<file path="config.mk">
export PLATFORM = sky130hd
export DESIGN_NAME = sensor_fault_qualifier_top
export DESIGN_NICKNAME = d
export VERILOG_FILES = /design/src/rtl/core/sfq_pkg.sv /design/src/rtl/core/sfq_cfg_regs.sv /design/src/rtl/core/sfq_debounce.sv /design/src/rtl/core/sfq_index_hold.sv /design/src/rtl/core/sensor_fault_qualifier_top.sv
export SDC_FILE = /design/constraint.sdc
export NUM_CORES = 1
export LEC_CHECK = 0
export BUFFER_PORTS_ARGS = -buffer_cell sky130_fd_sc_hd__buf_4
export CORE_ASPECT_RATIO = 2
export CORE_MARGIN = 2
export CORE_UTILIZATION = 50
export CTS_CLUSTER_SIZE = 25
export DETAILED_ROUTE_END_ITERATION = 12
export PLACE_DENSITY = 0.75
export SLEW_MARGIN = 20
export SYNTH_ARGS = -nofsm -noshare
export SYNTH_HDL_FRONTEND = slang
export SYNTH_SLANG_ARGS = --single-unit
</file>
<file path="constraint.sdc">
create_clock -name clk -period 2.3 [get_ports clk]
set_input_delay 0.115 -clock clk [delete_from_list [all_inputs] [get_ports clk]]
set_output_delay 0.115 -clock clk [all_outputs]
set_load 0.05 [all_outputs]
</file>
<file path="src/rtl/core/sfq_pkg.sv">
// Package for the sensor fault qualifier: field widths, register map and shared types.
// Used by every module in rtl/core; depends on nothing else.
package sfq_pkg;

  localparam int unsigned ReadingW  = 12;
  localparam int unsigned IndexW    = 8;
  localparam int unsigned CountW    = 5;
  localparam int unsigned ChangeW   = 4;
  localparam int unsigned AddrW     = 4;
  localparam int unsigned DataW     = 32;

  localparam logic [ReadingW-1:0] OpenThresholdRst  = 12'd4000;
  localparam logic [ReadingW-1:0] ShortThresholdRst = 12'd40;
  localparam logic [CountW-1:0]   ConfirmCountRst   = 5'd20;
  localparam logic [ChangeW-1:0]  ChangeLimitRst    = 4'd9;

  typedef enum logic [1:0] {
    REG_OPEN_THRESHOLD  = 2'd0,
    REG_SHORT_THRESHOLD = 2'd1,
    REG_CONFIRM_COUNT   = 2'd2,
    REG_CHANGE_LIMIT    = 2'd3
  } reg_idx_t;

  typedef struct packed {
    logic [ReadingW-1:0] open_threshold;
    logic [ReadingW-1:0] short_threshold;
    logic [CountW-1:0]   confirm_count;
    logic [ChangeW-1:0]  change_limit;
  } cfg_t;

endpackage

</file>
<file path="src/rtl/core/sfq_cfg_regs.sv">
// Configuration register file of the sensor fault qualifier, written over an APB-style port.
// Depends on sfq_pkg for the register map and the cfg_t bundle.
module sfq_cfg_regs (
  input  logic                        clk,
  input  logic                        rst_n,
  input  logic                        psel,
  input  logic                        penable,
  input  logic                        pwrite,
  input  logic [sfq_pkg::AddrW-1:0]   paddr,
  input  logic [sfq_pkg::DataW-1:0]   pwdata,
  output logic [sfq_pkg::DataW-1:0]   prdata,
  output logic                        pready,
  output sfq_pkg::cfg_t               cfg
);

  sfq_pkg::cfg_t    cfg_r;
  sfq_pkg::reg_idx_t reg_sel;
  logic             wr_en;

  assign reg_sel = sfq_pkg::reg_idx_t'(paddr[3:2]);
  assign wr_en   = psel && penable && pwrite;
  assign pready  = 1'b1;
  assign cfg     = cfg_r;

  always_ff @(posedge clk) begin
    if (!rst_n) begin
      cfg_r.open_threshold  <= sfq_pkg::OpenThresholdRst;
      cfg_r.short_threshold <= sfq_pkg::ShortThresholdRst;
      cfg_r.confirm_count   <= sfq_pkg::ConfirmCountRst;
      cfg_r.change_limit    <= sfq_pkg::ChangeLimitRst;
    end else if (wr_en) begin
      case (reg_sel)
        sfq_pkg::REG_OPEN_THRESHOLD: begin
          cfg_r.open_threshold <= pwdata[sfq_pkg::ReadingW-1:0];
        end
        sfq_pkg::REG_SHORT_THRESHOLD: begin
          cfg_r.short_threshold <= pwdata[sfq_pkg::ReadingW-1:0];
        end
        sfq_pkg::REG_CONFIRM_COUNT: begin
          cfg_r.confirm_count <= pwdata[sfq_pkg::CountW-1:0];
        end
        sfq_pkg::REG_CHANGE_LIMIT: begin
          cfg_r.change_limit <= pwdata[sfq_pkg::ChangeW-1:0];
        end
        default: begin
        end
      endcase
    end
  end

  always_comb begin
    case (reg_sel)
      sfq_pkg::REG_OPEN_THRESHOLD: begin
        prdata = {{(sfq_pkg::DataW-sfq_pkg::ReadingW){1'b0}}, cfg_r.open_threshold};
      end
      sfq_pkg::REG_SHORT_THRESHOLD: begin
        prdata = {{(sfq_pkg::DataW-sfq_pkg::ReadingW){1'b0}}, cfg_r.short_threshold};
      end
      sfq_pkg::REG_CONFIRM_COUNT: begin
        prdata = {{(sfq_pkg::DataW-sfq_pkg::CountW){1'b0}}, cfg_r.confirm_count};
      end
      sfq_pkg::REG_CHANGE_LIMIT: begin
        prdata = {{(sfq_pkg::DataW-sfq_pkg::ChangeW){1'b0}}, cfg_r.change_limit};
      end
      default: begin
        prdata = '0;
      end
    endcase
  end

endmodule

</file>
<file path="src/rtl/core/sfq_debounce.sv">
// Fault debouncer: a confirm/release counter and a fault flag for one fault condition.
// Depends on sfq_pkg for the counter width.
module sfq_debounce (
  input  logic                        clk,
  input  logic                        rst_n,
  input  logic                        advance,
  input  logic                        abnormal,
  input  logic [sfq_pkg::CountW-1:0]  confirm_count,
  output logic                        flag_nxt
);

  logic [sfq_pkg::CountW-1:0] cnt_r;
  logic [sfq_pkg::CountW-1:0] cnt_nxt;
  logic                       flag_r;

  always_comb begin
    cnt_nxt  = cnt_r;
    flag_nxt = flag_r;
    if (abnormal) begin
      if (cnt_r < confirm_count) begin
        cnt_nxt = cnt_r + 1'b1;
      end else begin
        flag_nxt = 1'b1;
      end
    end else if (flag_r) begin
      if (cnt_r <= sfq_pkg::CountW'(1)) begin
        cnt_nxt  = '0;
        flag_nxt = 1'b0;
      end else begin
        cnt_nxt = cnt_r - 1'b1;
      end
    end else begin
      cnt_nxt = '0;
    end
  end

  always_ff @(posedge clk) begin
    if (!rst_n) begin
      cnt_r  <= '0;
      flag_r <= 1'b0;
    end else if (advance) begin
      cnt_r  <= cnt_nxt;
      flag_r <= flag_nxt;
    end
  end

endmodule

</file>
<file path="src/rtl/core/sfq_index_hold.sv">
// Index change filter: holds the temp index until the input differs from it long enough.
// Depends on sfq_pkg for the index and change counter widths.
module sfq_index_hold (
  input  logic                        clk,
  input  logic                        rst_n,
  input  logic                        advance,
  input  logic [sfq_pkg::IndexW-1:0]  temp_index,
  input  logic [sfq_pkg::ChangeW-1:0] change_limit,
  output logic [sfq_pkg::IndexW-1:0]  held_nxt
);

  logic [sfq_pkg::IndexW-1:0]  held_r;
  logic [sfq_pkg::ChangeW-1:0] change_r;
  logic [sfq_pkg::ChangeW-1:0] change_nxt;
  logic [sfq_pkg::ChangeW:0]   change_inc;

  assign change_inc = {1'b0, change_r} + 1'b1;

  always_comb begin
    held_nxt   = held_r;
    change_nxt = '0;
    if (temp_index != held_r) begin
      if (change_inc > {1'b0, change_limit}) begin
        held_nxt = temp_index;
      end else begin
        change_nxt = change_inc[sfq_pkg::ChangeW-1:0];
      end
    end
  end

  always_ff @(posedge clk) begin
    if (!rst_n) begin
      held_r   <= '0;
      change_r <= '0;
    end else if (advance) begin
      held_r   <= held_nxt;
      change_r <= change_nxt;
    end
  end

endmodule

</file>
<file path="src/rtl/core/sensor_fault_qualifier_top.sv">
// Top level of the sensor fault qualifier: input register, fault debouncers, index filter,
// result register and configuration port. Depends on sfq_pkg and all rtl/core modules.
//
//   Channel  Direction  Handshake           Payload
//   in_      input      in_valid/in_stall    in_raw_reading, in_temp_index
//   out_     output     out_valid/out_stall  out_open_fault, out_short_fault, out_stable_index
//   cfg      input      psel/penable/pready  paddr, pwdata, prdata
//
// One beat per cycle sustained while out_stall is low; each beat is held in the input register,
// then the result register offers it; it leaves at the following edge at the earliest.
// The input register and the result register each hold one beat, so a new beat is taken
// while a finished result waits; in_stall rises only when both are full and out_stall is high.
// Reset (rst_n low, synchronous) empties both registers and clears counters, flags and the
// held index; the configuration registers return to their defaults.
module sensor_fault_qualifier_top (
  input  logic                          clk,
  input  logic                          rst_n,
  input  logic                          in_valid,
  output logic                          in_stall,
  input  logic [sfq_pkg::ReadingW-1:0]  in_raw_reading,
  input  logic [sfq_pkg::IndexW-1:0]    in_temp_index,
  output logic                          out_valid,
  input  logic                          out_stall,
  output logic                          out_open_fault,
  output logic                          out_short_fault,
  output logic [sfq_pkg::IndexW-1:0]    out_stable_index,
  input  logic                          psel,
  input  logic                          penable,
  input  logic                          pwrite,
  input  logic [sfq_pkg::AddrW-1:0]     paddr,
  input  logic [sfq_pkg::DataW-1:0]     pwdata,
  output logic [sfq_pkg::DataW-1:0]     prdata,
  output logic                          pready
);

  sfq_pkg::cfg_t cfg;

  logic                         s1_valid_r;
  logic [sfq_pkg::ReadingW-1:0] s1_reading_r;
  logic [sfq_pkg::IndexW-1:0]   s1_index_r;
  logic                         s1_stall;
  logic                         s1_advance;
  logic                         in_take;

  logic                         open_nxt;
  logic                         short_nxt;
  logic [sfq_pkg::IndexW-1:0]   held_nxt;

  logic                         out_valid_r;
  logic                         out_open_r;
  logic                         out_short_r;
  logic [sfq_pkg::IndexW-1:0]   out_index_r;

  sfq_cfg_regs u_cfg (
    .clk     (clk),
    .rst_n   (rst_n),
    .psel    (psel),
    .penable (penable),
    .pwrite  (pwrite),
    .paddr   (paddr),
    .pwdata  (pwdata),
    .prdata  (prdata),
    .pready  (pready),
    .cfg     (cfg)
  );

  assign s1_stall   = out_valid_r && out_stall;
  assign s1_advance = s1_valid_r && !s1_stall;
  assign in_stall   = s1_valid_r && s1_stall;
  assign in_take    = in_valid && !in_stall;

  always_ff @(posedge clk) begin
    if (!rst_n) begin
      s1_valid_r <= 1'b0;
    end else if (in_take) begin
      s1_valid_r <= 1'b1;
    end else if (s1_advance) begin
      s1_valid_r <= 1'b0;
    end
  end

  always_ff @(posedge clk) begin
    if (in_take) begin
      s1_reading_r <= in_raw_reading;
      s1_index_r   <= in_temp_index;
    end
  end

  sfq_debounce u_open (
    .clk           (clk),
    .rst_n         (rst_n),
    .advance       (s1_advance),
    .abnormal      (s1_reading_r > cfg.open_threshold),
    .confirm_count (cfg.confirm_count),
    .flag_nxt      (open_nxt)
  );

  sfq_debounce u_short (
    .clk           (clk),
    .rst_n         (rst_n),
    .advance       (s1_advance),
    .abnormal      (s1_reading_r < cfg.short_threshold),
    .confirm_count (cfg.confirm_count),
    .flag_nxt      (short_nxt)
  );

  sfq_index_hold u_index (
    .clk          (clk),
    .rst_n        (rst_n),
    .advance      (s1_advance),
    .temp_index   (s1_index_r),
    .change_limit (cfg.change_limit),
    .held_nxt     (held_nxt)
  );

  always_ff @(posedge clk) begin
    if (!rst_n) begin
      out_valid_r <= 1'b0;
    end else if (s1_advance) begin
      out_valid_r <= 1'b1;
    end else if (!out_stall) begin
      out_valid_r <= 1'b0;
    end
  end

  always_ff @(posedge clk) begin
    if (s1_advance) begin
      out_open_r  <= open_nxt;
      out_short_r <= short_nxt;
      out_index_r <= held_nxt;
    end
  end

  assign out_valid        = out_valid_r;
  assign out_open_fault   = out_open_r;
  assign out_short_fault  = out_short_r;
  assign out_stable_index = out_index_r;

  a_stall_only_when_full: assert property (@(posedge clk) disable iff (!rst_n)
    in_stall |-> (s1_valid_r && out_valid_r))
    else $error("Input stalled while a pipeline register was free.");

  a_advance_fills_result: assert property (@(posedge clk) disable iff (!rst_n)
    s1_advance |=> out_valid_r)
    else $error("Advanced beat did not reach the result register.");

  a_result_drains: assert property (@(posedge clk) disable iff (!rst_n)
    (out_valid_r && !out_stall && !s1_advance) |=> !out_valid_r)
    else $error("Delivered result was not removed.");

  a_no_beat_lost: assert property (@(posedge clk) disable iff (!rst_n)
    (s1_valid_r && s1_stall) |=> s1_valid_r)
    else $error("Held input beat was dropped while stalled.");

endmodule

</file>
==> impl_metrics.py <==
metrics = {
    "synthesis": {
        "synth_area_leader_cell": "dfxtp_1",
        "syn_avg_cell_area_um2": 9.46,
        "ys_ff_latch": 89,
        "yosys_warnings": 0,
        "synth_top_area_share_pct": 23.1,
        "ys_seq_area_share_pct": 40.8,
        "synthesis.area_um2": 5110,
        "synth-edff-count": 30,
        "synth.area.top_cells": "dfxtp_1 23%, edfxtp_1 18%, ha_1 10%",
        "synth_ff_type": "dfxtp_1",
        "async_flop_share_pct": 0,
        "ys_types": 63,
        "synth_cells": 540,
    },
    "power_and_ir_drop": {
        "p_switching_mw": 1.01,
        "pwr-share-clk_pct": 37.4,
        "pwr_density_cell_nw_per_um2": 560,
        "netSwitchingFraction_pct": 27.1,
        "pwr-share-comb_pct": 16.7,
        "p_seq_share_pct": 45.9,
        "finalPower_mw": 3.73,
        "vdd_ir_drop_max_mv": 0.404,
        "p_leak_nw": 2.77,
        "p_int_mw": 2.72,
    },
    "placement": {
        "gp_congestion": 0.860,
        "place_hpwl_um": 9340,
        "pre_cts_ws_ps": -309,
        "port_buffers": 64,
        "place_inst": 746,
        "dpl_cell_area_um2": 5800,
    },
    "timing": {
        "min_period_over_period_pct": 102,
        "layout_min_cycle_time_ps": 2340,
        "max_freq_mhz": 428,
        "timing.slew.headroom_pct": 60.0,
        "rsz0062_at_grt": "true",
        "hold_viol": 0,
        "worst_slack_ps": -38.2,
        "drv_slew": 0,
        "worst_pin_slew_ps": 597,
        "setup_viol": 2,
        "skew_ps": 8.61,
    },
    "worst_setup_path": {
        "worstPathRequired_ps": 2530,
        "cp_max_fo": 3,
        "cp-start-kind": "register",
        "critPathArrivalTime_ps": 2570,
        "worstSetupPathType": "reg -> reg",
        "end_kind": "register",
    },
    "global_routing": {
        "grt_max_degree": 40,
        "grt_antenna_before_repair": 0,
        "grtUsageTotal_pct": 24.0,
        "grt_pass1_wl_um": 20100,
        "first_global_vias": 4482,
        "overflow": 0,
    },
    "job": {
        "maxCapViolCount": 0,
    },
    "floorplanning": {
        "ios": 108,
        "start_util_pct": 51.0,
        "rows": 52,
        "die_width_um": 75.5,
        "die_h_um": 147,
        "die_area_um2": 11100,
        "core_um2": 10000,
    },
    "clock_network": {
        "cts_root_buffer": "clkbuf_16",
        "clk_pin_slew_worst_paths_ps": 60,
        "clkSinkCount": 89,
        "h-tree-depth": 3,
        "cts_tree": "done",
        "cts_buffer_depth": 2,
        "numCtsBuffers": 9,
        "clk-insertion-delay-late_ps": 340,
    },
    "layout": {
        "drive_above_1_share_pct": 26.4,
        "fin_nets": 760,
        "stdcell_count": 795,
        "fillers": 778,
        "antennaDiodeCount": 0,
        "area_delta_synth_final_pct": 30.3,
        "final_common_cell": "buf_4",
        "layout_common_cells": "99 x buf_4, 79 x nand2_1, 56 x dfxtp_1, 43 x inv_1, 36 x ha_1",
        "final_area_um2": 6650,
    },
    "detailed_routing": {
        "vias_per_cell": 5.51,
        "drtPass1Iterations": 4,
        "drt_iter0_markers": 257,
        "route.detailed.drc": 0,
        "avgRoutedWirePerCell_um": 16.7,
        "wl_um": 13300,
        "final_antenna_net_count": 0,
        "vias": 4378,
    },
    "outcome": {
        "status": "finished, violations left",
        "failed_checks": "negative setup slack",
    },
    "min_path": {
        "min_path_type": "in -> reg",
    },
}
-- layout make-up --
class	count	area [um2]	area share, %
multi-input cells	386	2920	43.9
flip-flops and latches	89	2090	31.4
repair buffers	126	1040	15.6
clock buffers	12	256	3.86
well taps	135	169	2.54
inverters	43	161	2.43
clock inverters	4	23.8	0.357
-- registers in the layout (all words and copies together) (netlist names), 4 cells and up --
name              flops
u_index.held_r        8
s1_index_r            8
out_stable_index      8
u_short.cnt_r         5
u_open.cnt_r          5
u_cfg.cfg            33
s1_reading_r         12
u_index.change_r      4
-- routing by layer --
metal | global-route usage [%] | up-vias | part of all wire [%]
met5 | 0 | - | 0
met1 | 22.0 | 2091 | 33
li1 | - | 2091 | -
met3 | 3.91 | 45 | 4.0
met4 | 15.8 | 0 | 5.2
met2 | 44.8 | 151 | 58
-- synth_stat cells, drive strengths merged (3+ instances only) --
master	instances
nand2	79
dfxtp	59
inv	43
ha	42
nor2	33
a21oi	31
edfxtp	30
mux2i	26
buf	25
nand3	16
clkbuf	15
o211ai	15
xnor2	14
o21ai	12
nand4	10
mux2	9
a21o	6
and2	5
nor3	5
o21a	5
mux4	4
nor2b	4
or4	4
a31oi	3
nand2b	3
nor3b	3
or3	3
xor2	3
-- worst max-delay path, stage by stage, from the launching register on --
cell and delay, ps:
edfxtp_1 400, ha_1 340, nor2b_4 150, o211ai_1 120
a211oi_2 190, buf_4 170, o41ai_4 90, buf_4 160
or4_4 480, o2111a_1 140
-- metrics by stage --
| step | hold WS (ps) | util (%) | TNS, ps |
|---|---|---|---|
| floorplan | 214 | - | 0 |
| global placement | 293 | 57.9 | -1830 |
| detailed placement | 294 | 57.9 | -3530 |
| CTS | 1.09 | 64.0 | -70.0 |
| global route | 25.8 | 66.4 | -647 |
| finish | 3.71 | 66.4 | -42.7 |
-- power by group through the flow --
stage | Sequential (mW) | Combinational [mW] | Clock [mW]
after floorplan | 1.76 | 0.362 | 0
after global placement | 1.74 | 0.522 | 0
after detailed placement | 1.74 | 0.534 | 0
after CTS | 1.71 | 0.583 | 1.42
after global routing | 1.71 | 0.673 | 1.47
final | 1.71 | 0.624 | 1.39
-- cell families after synthesis --
kind of cell,synth area share (%)
AOI/OAI and AO/OA,13.4
xor gates and xnor gates,2.92
adders and majority gates,10.3
buffers and inverters,8.53
DFF,40.8
muxes,8.85
other,0.147
and+or+nand+nor,15.1
-- final timing paths --
kind | startpoint | endpoint | slack [ps] | depth (start not counted)
setup / recovery | s1_reading_r[1]$_DFFE_PP_ | u_open.cnt_r[1]$_SDFFE_PN0P_ | -40 | 9
hold / removal | in_valid | s1_valid_r$_SDFFE_PN0P_ | 4 | 3
hold reg to reg | u_cfg.cfg[11]$_SDFFE_PN0P_ | u_cfg.cfg[11]$_SDFFE_PN0P_ | 470 | 2
setup reg to reg | s1_reading_r[1]$_DFFE_PP_ | u_open.cnt_r[1]$_SDFFE_PN0P_ | -40 | 9
-- repair_timing --
item	CTS	global route
hold buffers	21	0
gates resized for setup	14	27
endpoints found under the setup margin	29	21
endpoints found under the hold margin	21	0
cloned	0	1
setup buffers	3	8
pin swaps	3	13
Note: power is estimated with default switching activity, not from simulation.
